**src/hdl/hrhp_pkg.sv**
```systemverilog
// ----------------------------------------------------------------------------
// HTTP request head parser package
// Shared phase codes, byte constants, result types and name tables.
// ----------------------------------------------------------------------------
package hrhp_pkg;

    localparam logic [3:0] PH_METHOD = 4'd0;
    localparam logic [3:0] PH_QUERY  = 4'd1;
    localparam logic [3:0] PH_PROTO  = 4'd2;
    localparam logic [3:0] PH_REQ_LF = 4'd3;
    localparam logic [3:0] PH_LINE   = 4'd4;
    localparam logic [3:0] PH_NAME   = 4'd5;
    localparam logic [3:0] PH_VALUE  = 4'd6;
    localparam logic [3:0] PH_VAL_LF = 4'd7;
    localparam logic [3:0] PH_END_LF = 4'd8;
    localparam logic [3:0] PH_DONE   = 4'd9;

    localparam int NUM_HDRS = 13;
    localparam logic [3:0] HDR_NONE = 4'd13;

    localparam logic [2:0] CLS_METHOD = 3'd0;
    localparam logic [2:0] CLS_SPACE  = 3'd1;
    localparam logic [2:0] CLS_QUERY  = 3'd2;
    localparam logic [2:0] CLS_PROTO  = 3'd3;
    localparam logic [2:0] CLS_BREAK  = 3'd4;
    localparam logic [2:0] CLS_NAME   = 3'd5;
    localparam logic [2:0] CLS_SEP    = 3'd6;
    localparam logic [2:0] CLS_VALUE  = 3'd7;

    localparam logic [1:0] ERR_NONE  = 2'd0;
    localparam logic [1:0] ERR_REQ   = 2'd1;
    localparam logic [1:0] ERR_HDR   = 2'd2;
    localparam logic [1:0] ERR_EMPTY = 2'd3;

    localparam logic [7:0] CH_CR    = 8'h0D;
    localparam logic [7:0] CH_LF    = 8'h0A;
    localparam logic [7:0] CH_SPACE = 8'h20;
    localparam logic [7:0] CH_COLON = 8'h3A;

    typedef struct packed {
        logic [2:0] token_class;
        logic [3:0] header_id;
        logic [1:0] method_code;
        logic       protocol_code;
        logic       head_done;
        logic       parse_error;
        logic [1:0] error_kind;
    } result_t;

    typedef struct packed {
        logic [7:0] data_byte;
        logic       restart;
    } item_t;

    function automatic logic [4:0] hdr_len(input int k);
        case (k)
            0: hdr_len = 5'd10;  1: hdr_len = 5'd14;  2: hdr_len = 5'd17;
            3: hdr_len = 5'd4;   4: hdr_len = 5'd6;   5: hdr_len = 5'd10;
            6: hdr_len = 5'd15;  7: hdr_len = 5'd15;  8: hdr_len = 5'd13;
            9: hdr_len = 5'd13;  10: hdr_len = 5'd12; 11: hdr_len = 5'd7;
            default: hdr_len = 5'd6;
        endcase
    endfunction

    function automatic logic [8*17-1:0] hdr_text(input int k);
        case (k)
            0: hdr_text = "connection";
            1: hdr_text = "content-length";
            2: hdr_text = "transfer-encoding";
            3: hdr_text = "host";
            4: hdr_text = "accept";
            5: hdr_text = "user-agent";
            6: hdr_text = "accept-encoding";
            7: hdr_text = "accept-language";
            8: hdr_text = "if-none-match";
            9: hdr_text = "cache-control";
            10: hdr_text = "content-type";
            11: hdr_text = "referer";
            default: hdr_text = "origin";
        endcase
    endfunction

    // Character at position pos of known name k, zero beyond its end.
    function automatic logic [7:0] hdr_char(input int k, input logic [4:0] pos);
        logic [8*17-1:0] t;
        logic [4:0] n;
        t = hdr_text(k);
        n = hdr_len(k);
        if (pos < n)
            hdr_char = t[8*(int'(n) - 1 - int'(pos)) +: 8];
        else
            hdr_char = 8'h00;
    endfunction

    function automatic logic [7:0] meth_char(input int k, input logic [4:0] pos);
        logic [31:0] t;
        case (k)
            0: t = {"GET", 8'h00};
            1: t = "HEAD";
            default: t = "POST";
        endcase
        meth_char = (pos < 5'd4) ? t[8*(3 - int'(pos[1:0])) +: 8] : 8'h00;
    endfunction

    function automatic logic [7:0] proto_char(input int k, input logic [4:0] pos);
        logic [63:0] t;
        t = (k == 0) ? "HTTP/1.0" : "HTTP/1.1";
        proto_char = t[8*(7 - int'(pos[2:0])) +: 8];
    endfunction

    function automatic logic is_name_char(input logic [7:0] b);
        is_name_char = (b >= "a" && b <= "z") || (b >= "A" && b <= "Z") ||
                       (b >= "0" && b <= "9") || b == "-";
    endfunction

endpackage

```
**src/hdl/http_request_head_parser_unit.sv**
```systemverilog
// ----------------------------------------------------------------------------
// HTTP request head parser unit
// Top level: input register, parser core and output register.
// ----------------------------------------------------------------------------
// The unit takes one byte of an HTTP request head per cycle while the output
// is free and returns one tagged result per byte, through the input register
// and then the output register. An item that waits at the output holds the
// input register, and otherwise the unit accepts one item per cycle.
module http_request_head_parser_unit
    import hrhp_pkg::*;
(
    input  logic       clk,
    input  logic       rst_n,
    input  logic       in_valid,
    output logic       in_ready,
    input  logic [7:0] data_byte,
    input  logic       restart,
    output logic       out_valid,
    input  logic       out_ready,
    output logic [2:0] token_class,
    output logic [3:0] header_id,
    output logic [1:0] method_code,
    output logic       protocol_code,
    output logic       head_done,
    output logic       parse_error,
    output logic [1:0] error_kind
);

    logic    ivalid_reg;
    item_t   item_reg;
    logic    ovalid_reg;
    result_t res_reg;
    result_t res_comb;
    logic    step;

    assign step     = ivalid_reg && (!ovalid_reg || out_ready);
    assign in_ready = !ivalid_reg || step;

    hrhp_core u_core (
        .clk    (clk),
        .rst_n  (rst_n),
        .step   (step),
        .item   (item_reg),
        .result (res_comb)
    );

    always_ff @(posedge clk or negedge rst_n)
    begin
        if (!rst_n)
        begin
            ivalid_reg <= 1'b0;
            ovalid_reg <= 1'b0;
        end
        else
        begin
            if (in_ready)
                ivalid_reg <= in_valid;
            if (step)
                ovalid_reg <= 1'b1;
            else if (out_ready)
                ovalid_reg <= 1'b0;
        end
    end

    always_ff @(posedge clk)
    begin
        if (in_ready && in_valid)
            item_reg <= '{data_byte: data_byte, restart: restart};
        if (step)
            res_reg <= res_comb;
    end

    assign out_valid     = ovalid_reg;
    assign token_class   = res_reg.token_class;
    assign header_id     = res_reg.header_id;
    assign method_code   = res_reg.method_code;
    assign protocol_code = res_reg.protocol_code;
    assign head_done     = res_reg.head_done;
    assign parse_error   = res_reg.parse_error;
    assign error_kind    = res_reg.error_kind;

    a_hold: assert property (@(posedge clk) disable iff (!rst_n)
        (out_valid && !out_ready) |=> (out_valid && $stable(res_reg)))
        else $error("result lost under stall");
    a_step_out: assert property (@(posedge clk) disable iff (!rst_n)
        step |=> out_valid)
        else $error("processed item not presented");
    a_no_overrun: assert property (@(posedge clk) disable iff (!rst_n)
        (ivalid_reg && !step) |-> !in_ready)
        else $error("input register overwritten");

endmodule

```
**src/hdl/hrhp_name_match.sv**
```systemverilog
// ----------------------------------------------------------------------------
// Header name matcher
// Compares one lower-cased name byte against all known names in parallel and
// resolves the known index at the colon.
// ----------------------------------------------------------------------------
module hrhp_name_match
    import hrhp_pkg::*;
(
    input  logic [7:0]          data_byte,
    input  logic [4:0]          position,
    input  logic [NUM_HDRS-1:0] candidates,
    output logic [NUM_HDRS-1:0] next_candidates,
    output logic [3:0]          found_id
);

    logic [7:0] lc;

    always_comb
    begin
        lc = (data_byte >= "A" && data_byte <= "Z") ? (data_byte | 8'h20) : data_byte;
        for (int k = 0; k < NUM_HDRS; k++)
        begin
            next_candidates[k] = candidates[k] && (position < hdr_len(k)) &&
                                 (lc == hdr_char(k, position));
        end
        found_id = HDR_NONE;
        for (int k = NUM_HDRS - 1; k >= 0; k--)
        begin
            if (candidates[k] && position == hdr_len(k))
                found_id = 4'(k);
        end
    end

endmodule

```
**src/hdl/hrhp_core.sv**
```systemverilog
// ----------------------------------------------------------------------------
// Parser core
// Holds the parser state and works out one result from one registered byte.
// ----------------------------------------------------------------------------
module hrhp_core
    import hrhp_pkg::*;
(
    input  logic    clk,
    input  logic    rst_n,
    input  logic    step,
    input  item_t   item,
    output result_t result
);

    logic [3:0]          phase_reg, phase_next;
    logic [4:0]          pos_reg, pos_next;
    logic [NUM_HDRS-1:0] names_reg, names_next;
    logic [2:0]          meths_reg, meths_next;
    logic [1:0]          protos_reg, protos_next;
    logic [1:0]          meth_reg, meth_next;
    logic                proto_reg, proto_next;
    logic [3:0]          hdr_reg, hdr_next;
    logic                nonempty_reg, nonempty_next;
    logic [1:0]          err_reg, err_next;

    logic [3:0]          ph;
    logic [4:0]          pos;
    logic [NUM_HDRS-1:0] names;
    logic [2:0]          meths;
    logic [1:0]          protos;
    logic [1:0]          meth;
    logic                proto;
    logic [3:0]          hdr;
    logic                nonempty;
    logic [1:0]          err_cur;

    logic [4:0]          match_pos;
    logic [NUM_HDRS-1:0] match_in, match_out;
    logic [3:0]          match_id;
    logic [7:0]          b;
    logic [2:0]          nc3;
    logic [1:0]          nc2;
    logic [1:0]          err;
    logic                meth_ok;
    logic [1:0]          meth_sel;

    hrhp_name_match u_match (
        .data_byte       (item.data_byte),
        .position        (match_pos),
        .candidates      (match_in),
        .next_candidates (match_out),
        .found_id        (match_id)
    );

    always_comb
    begin
        b = item.data_byte;
        if (item.restart)
        begin
            ph = PH_METHOD; pos = '0; names = '1; meths = '1; protos = '1;
            meth = '0; proto = 1'b0; hdr = HDR_NONE; nonempty = 1'b0; err_cur = ERR_NONE;
        end
        else
        begin
            ph = phase_reg; pos = pos_reg; names = names_reg; meths = meths_reg;
            protos = protos_reg; meth = meth_reg; proto = proto_reg; hdr = hdr_reg;
            nonempty = nonempty_reg; err_cur = err_reg;
        end

        match_pos = (ph == PH_LINE) ? 5'd0 : pos;
        match_in  = (ph == PH_LINE) ? '1 : names;

        nc3 = '0;
        meth_ok = 1'b0;
        meth_sel = meth;
        for (int k = 0; k < 3; k++)
        begin
            nc3[k] = meths[k] && (b == meth_char(k, pos)) && (b != 8'h00);
            if (meths[k] && pos == ((k == 0) ? 5'd3 : 5'd4))
            begin
                meth_ok = 1'b1;
                meth_sel = 2'(k);
            end
        end
        for (int k = 0; k < 2; k++)
            nc2[k] = protos[k] && (b == proto_char(k, pos));

        phase_next = ph; pos_next = pos; names_next = names; meths_next = meths;
        protos_next = protos; meth_next = meth; proto_next = proto; hdr_next = hdr;
        nonempty_next = nonempty; err_next = err_cur;
        err = ERR_NONE;
        result = '0;
        result.header_id = HDR_NONE;

        if (err_cur == ERR_NONE)
        begin
            case (ph)
                PH_METHOD:
                    if (b == CH_SPACE)
                    begin
                        if (meth_ok)
                        begin
                            meth_next = meth_sel;
                            result.token_class = CLS_SPACE;
                            phase_next = PH_QUERY;
                            nonempty_next = 1'b0;
                        end
                        else
                            err = ERR_REQ;
                    end
                    else if (nc3 == '0)
                        err = ERR_REQ;
                    else
                    begin
                        meths_next = nc3;
                        pos_next = pos + 5'd1;
                        result.token_class = CLS_METHOD;
                    end
                PH_QUERY:
                    if (b >= 8'h21 && b <= 8'h7E)
                    begin
                        result.token_class = CLS_QUERY;
                        nonempty_next = 1'b1;
                    end
                    else if (b == CH_SPACE && nonempty)
                    begin
                        result.token_class = CLS_SPACE;
                        phase_next = PH_PROTO;
                        pos_next = '0;
                        protos_next = '1;
                    end
                    else
                        err = ERR_REQ;
                PH_PROTO:
                    if (pos >= 5'd8)
                    begin
                        if (b == CH_CR && protos != '0)
                        begin
                            proto_next = !protos[0];
                            result.token_class = CLS_BREAK;
                            phase_next = PH_REQ_LF;
                        end
                        else
                            err = ERR_REQ;
                    end
                    else if (nc2 == '0)
                        err = ERR_REQ;
                    else
                    begin
                        protos_next = nc2;
                        pos_next = pos + 5'd1;
                        result.token_class = CLS_PROTO;
                    end
                PH_REQ_LF:
                    if (b == CH_LF)
                    begin
                        result.token_class = CLS_BREAK;
                        phase_next = PH_LINE;
                    end
                    else
                        err = ERR_REQ;
                PH_LINE, PH_NAME:
                    if (is_name_char(b))
                    begin
                        names_next = match_out;
                        pos_next = (match_pos < 5'd31) ? match_pos + 5'd1 : match_pos;
                        if (ph == PH_LINE)
                            hdr_next = HDR_NONE;
                        result.token_class = CLS_NAME;
                        phase_next = PH_NAME;
                    end
                    else if (ph == PH_LINE && b == CH_CR)
                    begin
                        result.token_class = CLS_BREAK;
                        phase_next = PH_END_LF;
                    end
                    else if (ph == PH_NAME && b == CH_COLON)
                    begin
                        hdr_next = match_id;
                        nonempty_next = 1'b0;
                        phase_next = PH_VALUE;
                        result.token_class = CLS_SEP;
                        result.header_id = match_id;
                    end
                    else
                        err = ERR_HDR;
                PH_VALUE:
                    if (b == CH_SPACE && !nonempty)
                    begin
                        result.token_class = CLS_SEP;
                        result.header_id = hdr;
                    end
                    else if (b >= 8'h20 && b <= 8'h7E)
                    begin
                        result.token_class = CLS_VALUE;
                        result.header_id = hdr;
                        nonempty_next = 1'b1;
                    end
                    else if (b == CH_CR)
                    begin
                        if (nonempty)
                        begin
                            result.token_class = CLS_BREAK;
                            phase_next = PH_VAL_LF;
                        end
                        else
                            err = ERR_EMPTY;
                    end
                    else
                        err = ERR_HDR;
                PH_VAL_LF, PH_END_LF:
                    if (b == CH_LF)
                    begin
                        result.token_class = CLS_BREAK;
                        result.head_done = (ph == PH_END_LF);
                        phase_next = (ph == PH_END_LF) ? PH_DONE : PH_LINE;
                    end
                    else
                        err = ERR_HDR;
                default:
                    ;
            endcase
            if (err != ERR_NONE)
            begin
                err_next = err;
                result.token_class = CLS_METHOD;
                result.header_id = HDR_NONE;
                result.head_done = 1'b0;
            end
        end
        result.method_code = meth_next;
        result.protocol_code = proto_next;
        result.parse_error = (err_next != ERR_NONE);
        result.error_kind = err_next;
    end

    always_ff @(posedge clk or negedge rst_n)
    begin
        if (!rst_n)
        begin
            phase_reg <= PH_METHOD; pos_reg <= '0; names_reg <= '1; meths_reg <= '1;
            protos_reg <= '1; meth_reg <= '0; proto_reg <= 1'b0; hdr_reg <= HDR_NONE;
            nonempty_reg <= 1'b0; err_reg <= ERR_NONE;
        end
        else if (step)
        begin
            phase_reg <= phase_next; pos_reg <= pos_next; names_reg <= names_next;
            meths_reg <= meths_next; protos_reg <= protos_next; meth_reg <= meth_next;
            proto_reg <= proto_next; hdr_reg <= hdr_next; nonempty_reg <= nonempty_next;
            err_reg <= err_next;
        end
    end

    a_err_sticky: assert property (@(posedge clk) disable iff (!rst_n)
        (err_reg != ERR_NONE && step && !item.restart) |=> err_reg == $past(err_reg))
        else $error("error state changed without restart");
    a_done_phase: assert property (@(posedge clk) disable iff (!rst_n)
        (step && result.head_done) |=> phase_reg == PH_DONE)
        else $error("head end without done phase");
    a_err_class: assert property (@(posedge clk) disable iff (!rst_n)
        (step && result.parse_error) |-> (result.token_class == CLS_METHOD &&
        result.header_id == HDR_NONE && !result.head_done))
        else $error("error result carries a token");

endmodule

```
**config.mk**
```make
export PLATFORM = sky130hd
export DESIGN_NAME = http_request_head_parser_unit
export DESIGN_NICKNAME = d
export VERILOG_FILES = /design/src/hdl/hrhp_pkg.sv /design/src/hdl/http_request_head_parser_unit.sv /design/src/hdl/hrhp_name_match.sv /design/src/hdl/hrhp_core.sv
export SDC_FILE = /design/constraint.sdc
export NUM_CORES = 1
export LEC_CHECK = 0
export BUFFER_PORTS_ARGS = -buffer_cell sky130_fd_sc_hd__buf_2
export CORE_UTILIZATION = 60
export DETAILED_ROUTE_END_ITERATION = 7
export PLACE_DENSITY = 0.86
export SYNTH_ARGS = -nofsm -noshare
export SYNTH_HDL_FRONTEND = slang
export SYNTH_HIERARCHICAL = 1
export SYNTH_SLANG_ARGS = --single-unit
```
**constraint.sdc**
```tcl
create_clock -name clk -period 14.4 [get_ports clk]
set_input_delay 1.44 -clock clk [delete_from_list [all_inputs] [get_ports clk]]
set_output_delay 1.44 -clock clk [all_outputs]
set_load 0.05 [all_outputs]
```
==> results.py <==
metrics = {
    "run_status": {
        "outcome": "finished, violations left",
        "violations": "DRC",
    },
    "sta": {
        "fin_ws_ps": 8890,
        "hold_slack_ps": 505,
        "finalHoldViolations": 0,
        "setup-tns-final_ps": 0,
        "rsz0062_at_grt": "no",
        "finalMaxSlewViolations": 0,
        "slew_headroom_pct": 31.3,
        "period_minus_slack_ps": 5510,
        "fmax_ghz": 0.181,
        "finalSetupViolCount": 0,
        "skew_ps": 9.59,
        "period_share_pct": 38.3,
        "tightest_slew_ps": 1020,
    },
    "worst_setup_path": {
        "critPathLaunchType": "register",
        "crit_type": "reg2reg",
        "cp.arrival_ps": 5790,
        "path_max_fanout": 75,
        "required_ps": 14670,
        "end_kind": "register",
    },
    "hold_path": {
        "min_path_type": "reg2reg",
    },
    "final_layout": {
        "final_nets": 1194,
        "stdcell_area_mm2": 0.00914,
        "antenna_cells": 0,
        "final_cell_mix": "98 x nor2_1, 94 x nand2_1, 87 x o21ai_0",
        "syn_to_final_growth_pct": 3.50,
        "drive_gt1_share_pct": 10.7,
        "stdcell_count": 1347,
        "layout_commonest_cell": "nor2_1",
        "largest_register_ffs": 13,
    },
    "yosys": {
        "synthFlopType": "edfxtp_1",
        "syn_area_mm2": 0.00883,
        "synth-seq-area-share_pct": 19.2,
        "async_reset_ff_share_pct": 62.9,
        "yosysWarnings": 6,
        "ys_ff_latch": 62,
        "synth-edff-count": 23,
        "synth.avg_cell_area_um2": 7.31,
        "synth_nets": 1240,
        "yosysUniqueCellTypes": 106,
        "synthCells": 1208,
    },
    "route": {
        "first_pass_iters": 8,
        "postRouteWirelength_mm": 29.9,
        "ant_nets": 0,
        "first_iter_violations": 1875,
        "drcViolationCount": 1,
        "wl_per_cell_um": 22.2,
        "viasPerCell": 7.51,
        "vias": 10113,
    },
    "power": {
        "vdd_drop_max_v": 0.0000850,
        "powerDensity_mw_per_mm2": 101,
        "p_comb_share_pct": 51.3,
        "switchingPower_uw": 412,
        "p_seq_share_pct": 25.0,
        "clkPwrFrac_pct": 23.7,
        "intPower_uw": 515,
        "static-leakage-power_uw": 0.00322,
        "power_switching_share_pct": 44.4,
    },
    "clocking": {
        "clkSinkCount": 62,
        "cts_buffer_depth": 2,
        "cts_root_buffer": "clkbuf_16",
        "cts_made_buffers": 9,
        "cts_hold_buf": 0,
        "post_cts_resized": 0,
        "cts_tree": "built",
        "cts_setup_buffers": 0,
        "clk_pin_slew_ps": 50,
        "h-tree-depth": 3,
        "clk-insertion-delay-late_ps": 340,
    },
    "grt": {
        "grt_pass1_vias": 9140,
        "grt_pass1_wl_mm": 47.5,
        "antenna_found_initial": 1,
        "grt-ovfl-total": 0,
        "grt_max_degree": 76,
        "grtUsageTotal_pct": 39.9,
    },
    "place": {
        "dpl.cell_count": 1331,
        "numPortBuffers": 28,
        "place_area_mm2": 0.00885,
        "routabilityCongestion": 1.03,
        "dp_slack_ps": 9290,
        "dp_hpwl_mm": 19.7,
    },
    "floorplanning": {
        "initial_core_util_pct": 62.7,
        "fp.dieW_um": 123,
        "ios": 29,
        "rows": 43,
        "die-area_mm2": 0.0152,
        "die_y_um": 123,
        "core_mm2": 0.0141,
    },
    "run": {
        "maxCapViolCount": 0,
    },
}
synthesized netlist by cell type, types with 6 or more instances:
cell / n / share of area [%]
a21oi_1: 79 / 4.5
nor3b_1: 12 / 1.0
nor4b_1: 7 / 0.69
a21o_1: 9 / 0.76
a211oi_1: 20 / 1.7
o211ai_1: 11 / 0.93
nand4b_1: 8 / 0.79
o22a_1: 20 / 2.0
o2111ai_1: 6 / 0.59
nand4_1: 22 / 1.6
dfstp_2: 21 / 6.2
a31oi_1: 24 / 1.7
buf_4: 7 / 0.59
nand2b_1: 30 / 2.1
dfrtp_1: 18 / 5.1
buf_6: 6 / 0.76
o221ai_1: 7 / 0.69
ha_1: 19 / 2.7
and3_1: 15 / 1.1
buf_1: 9 / 0.38
xnor2_1: 38 / 3.8
inv_1: 31 / 1.3
nand3_1: 45 / 2.5
nor3_1: 43 / 2.4
xor2_1: 20 / 2.0
and2_1: 6 / 0.43
o32ai_1: 8 / 0.79
nand2_1: 94 / 4.0
o31ai_1: 11 / 0.93
and4_1: 6 / 0.59
nor2_1: 99 / 4.2
o22ai_1: 17 / 1.2
mux2i_1: 6 / 0.68
nor2b_1: 31 / 2.2
o21ai_0: 87 / 4.9
edfxtp_1: 23 / 7.8
clkbuf_1: 49 / 2.1
o21a_1: 16 / 1.4
or3_1: 32 / 2.3
nor4_1: 14 / 0.99
buf_2: 29 / 1.6
stage by stage:
stage / power [uW] / util (%)
floorplan: 592 / -
global placement: 677 / 62.8
detailed placement: 686 / 62.8
CTS: 908 / 64.9
global route: 972 / 64.9
finish: 927 / 64.9
final cells by class:
type | count | area [um^2]
Timing Repair Buffer | 44 | 260
Clock inverter | 4 | 47.5
Clock buffer | 12 | 246
Multi-Input combinational cell | 1009 | 6530
Tap cell | 180 | 225
Sequential cell | 62 | 1690
Inverter | 36 | 135
Fill cell | 1208 | 4950
power groups by stage:
| stage | sequential [uW] | clock, uW | combinational, uW |
|---|---|---|---|
| 2_1_floorplan | 229 | 0 | 362 |
| 5_1_grt | 233 | 227 | 511 |
| 6_report | 231 | 220 | 476 |
| 3_5_place_dp | 232 | 0 | 454 |
| 3_3_place_gp | 231 | 0 | 446 |
| 4_1_cts | 230 | 221 | 457 |
per-layer routing:
metal  wire (um)  vias up  global-route usage, %
met5          12        -                      0
met4        1160        2                   16.8
met3        4450      144                   10.3
met2       12400      877                   57.0
met1       11800     4628                   56.3
li1            -     4462                      -
critical path, cell delays in order (launching register included):
cell      delay [ps]
dfrtp_1          790
nor2b_1          340
o21a_2           190
buf_4            590
inv_2            420
ha_1            1060
inv_1            480
nor3_1           370
a211oi_1          90
o22ai_1          200
mux2_2           360
nor4b_1          310
o22a_1           200
cells by family after synthesis:
group / Yosys count / synth area share (%)
buffers and inverters: 137 / 7.05
adder cells (fa/ha/maj): 19 / 2.69
AND/OR/NAND/NOR: 511 / 31.8
flip-flops: 62 / 19.2
XOR/XNOR: 59 / 5.94
multiplexers: 11 / 1.36
AO/OA/AOI/OAI: 409 / 32.0
worst paths after layout:
path | startpoint | endpoint | slack, ps | cells past startpoint
setup reg to reg | u_core/pos_reg[0]$_DFFE_PN0P_ | u_core/names_reg[6]$_DFFE_PN1P_ | 8890 | 12
max in group asynchronous | rst_n | u_core/pos_reg[3]$_DFFE_PN0P_ | 12490 | 1
hold reg to reg | u_core/proto_reg$_DFFE_PN0P_ | u_core/proto_reg$_DFFE_PN0P_ | 500 | 1
setup / recovery | u_core/pos_reg[0]$_DFFE_PN0P_ | u_core/names_reg[6]$_DFFE_PN1P_ | 8890 | 12
hold / removal | u_core/proto_reg$_DFFE_PN0P_ | u_core/proto_reg$_DFFE_PN0P_ | 500 | 1
min in group asynchronous | rst_n | u_core/hdr_reg[1]$_DFFE_PN0P_ | 1290 | 1
No activity file was read; power rests on OpenSTA's default activity.
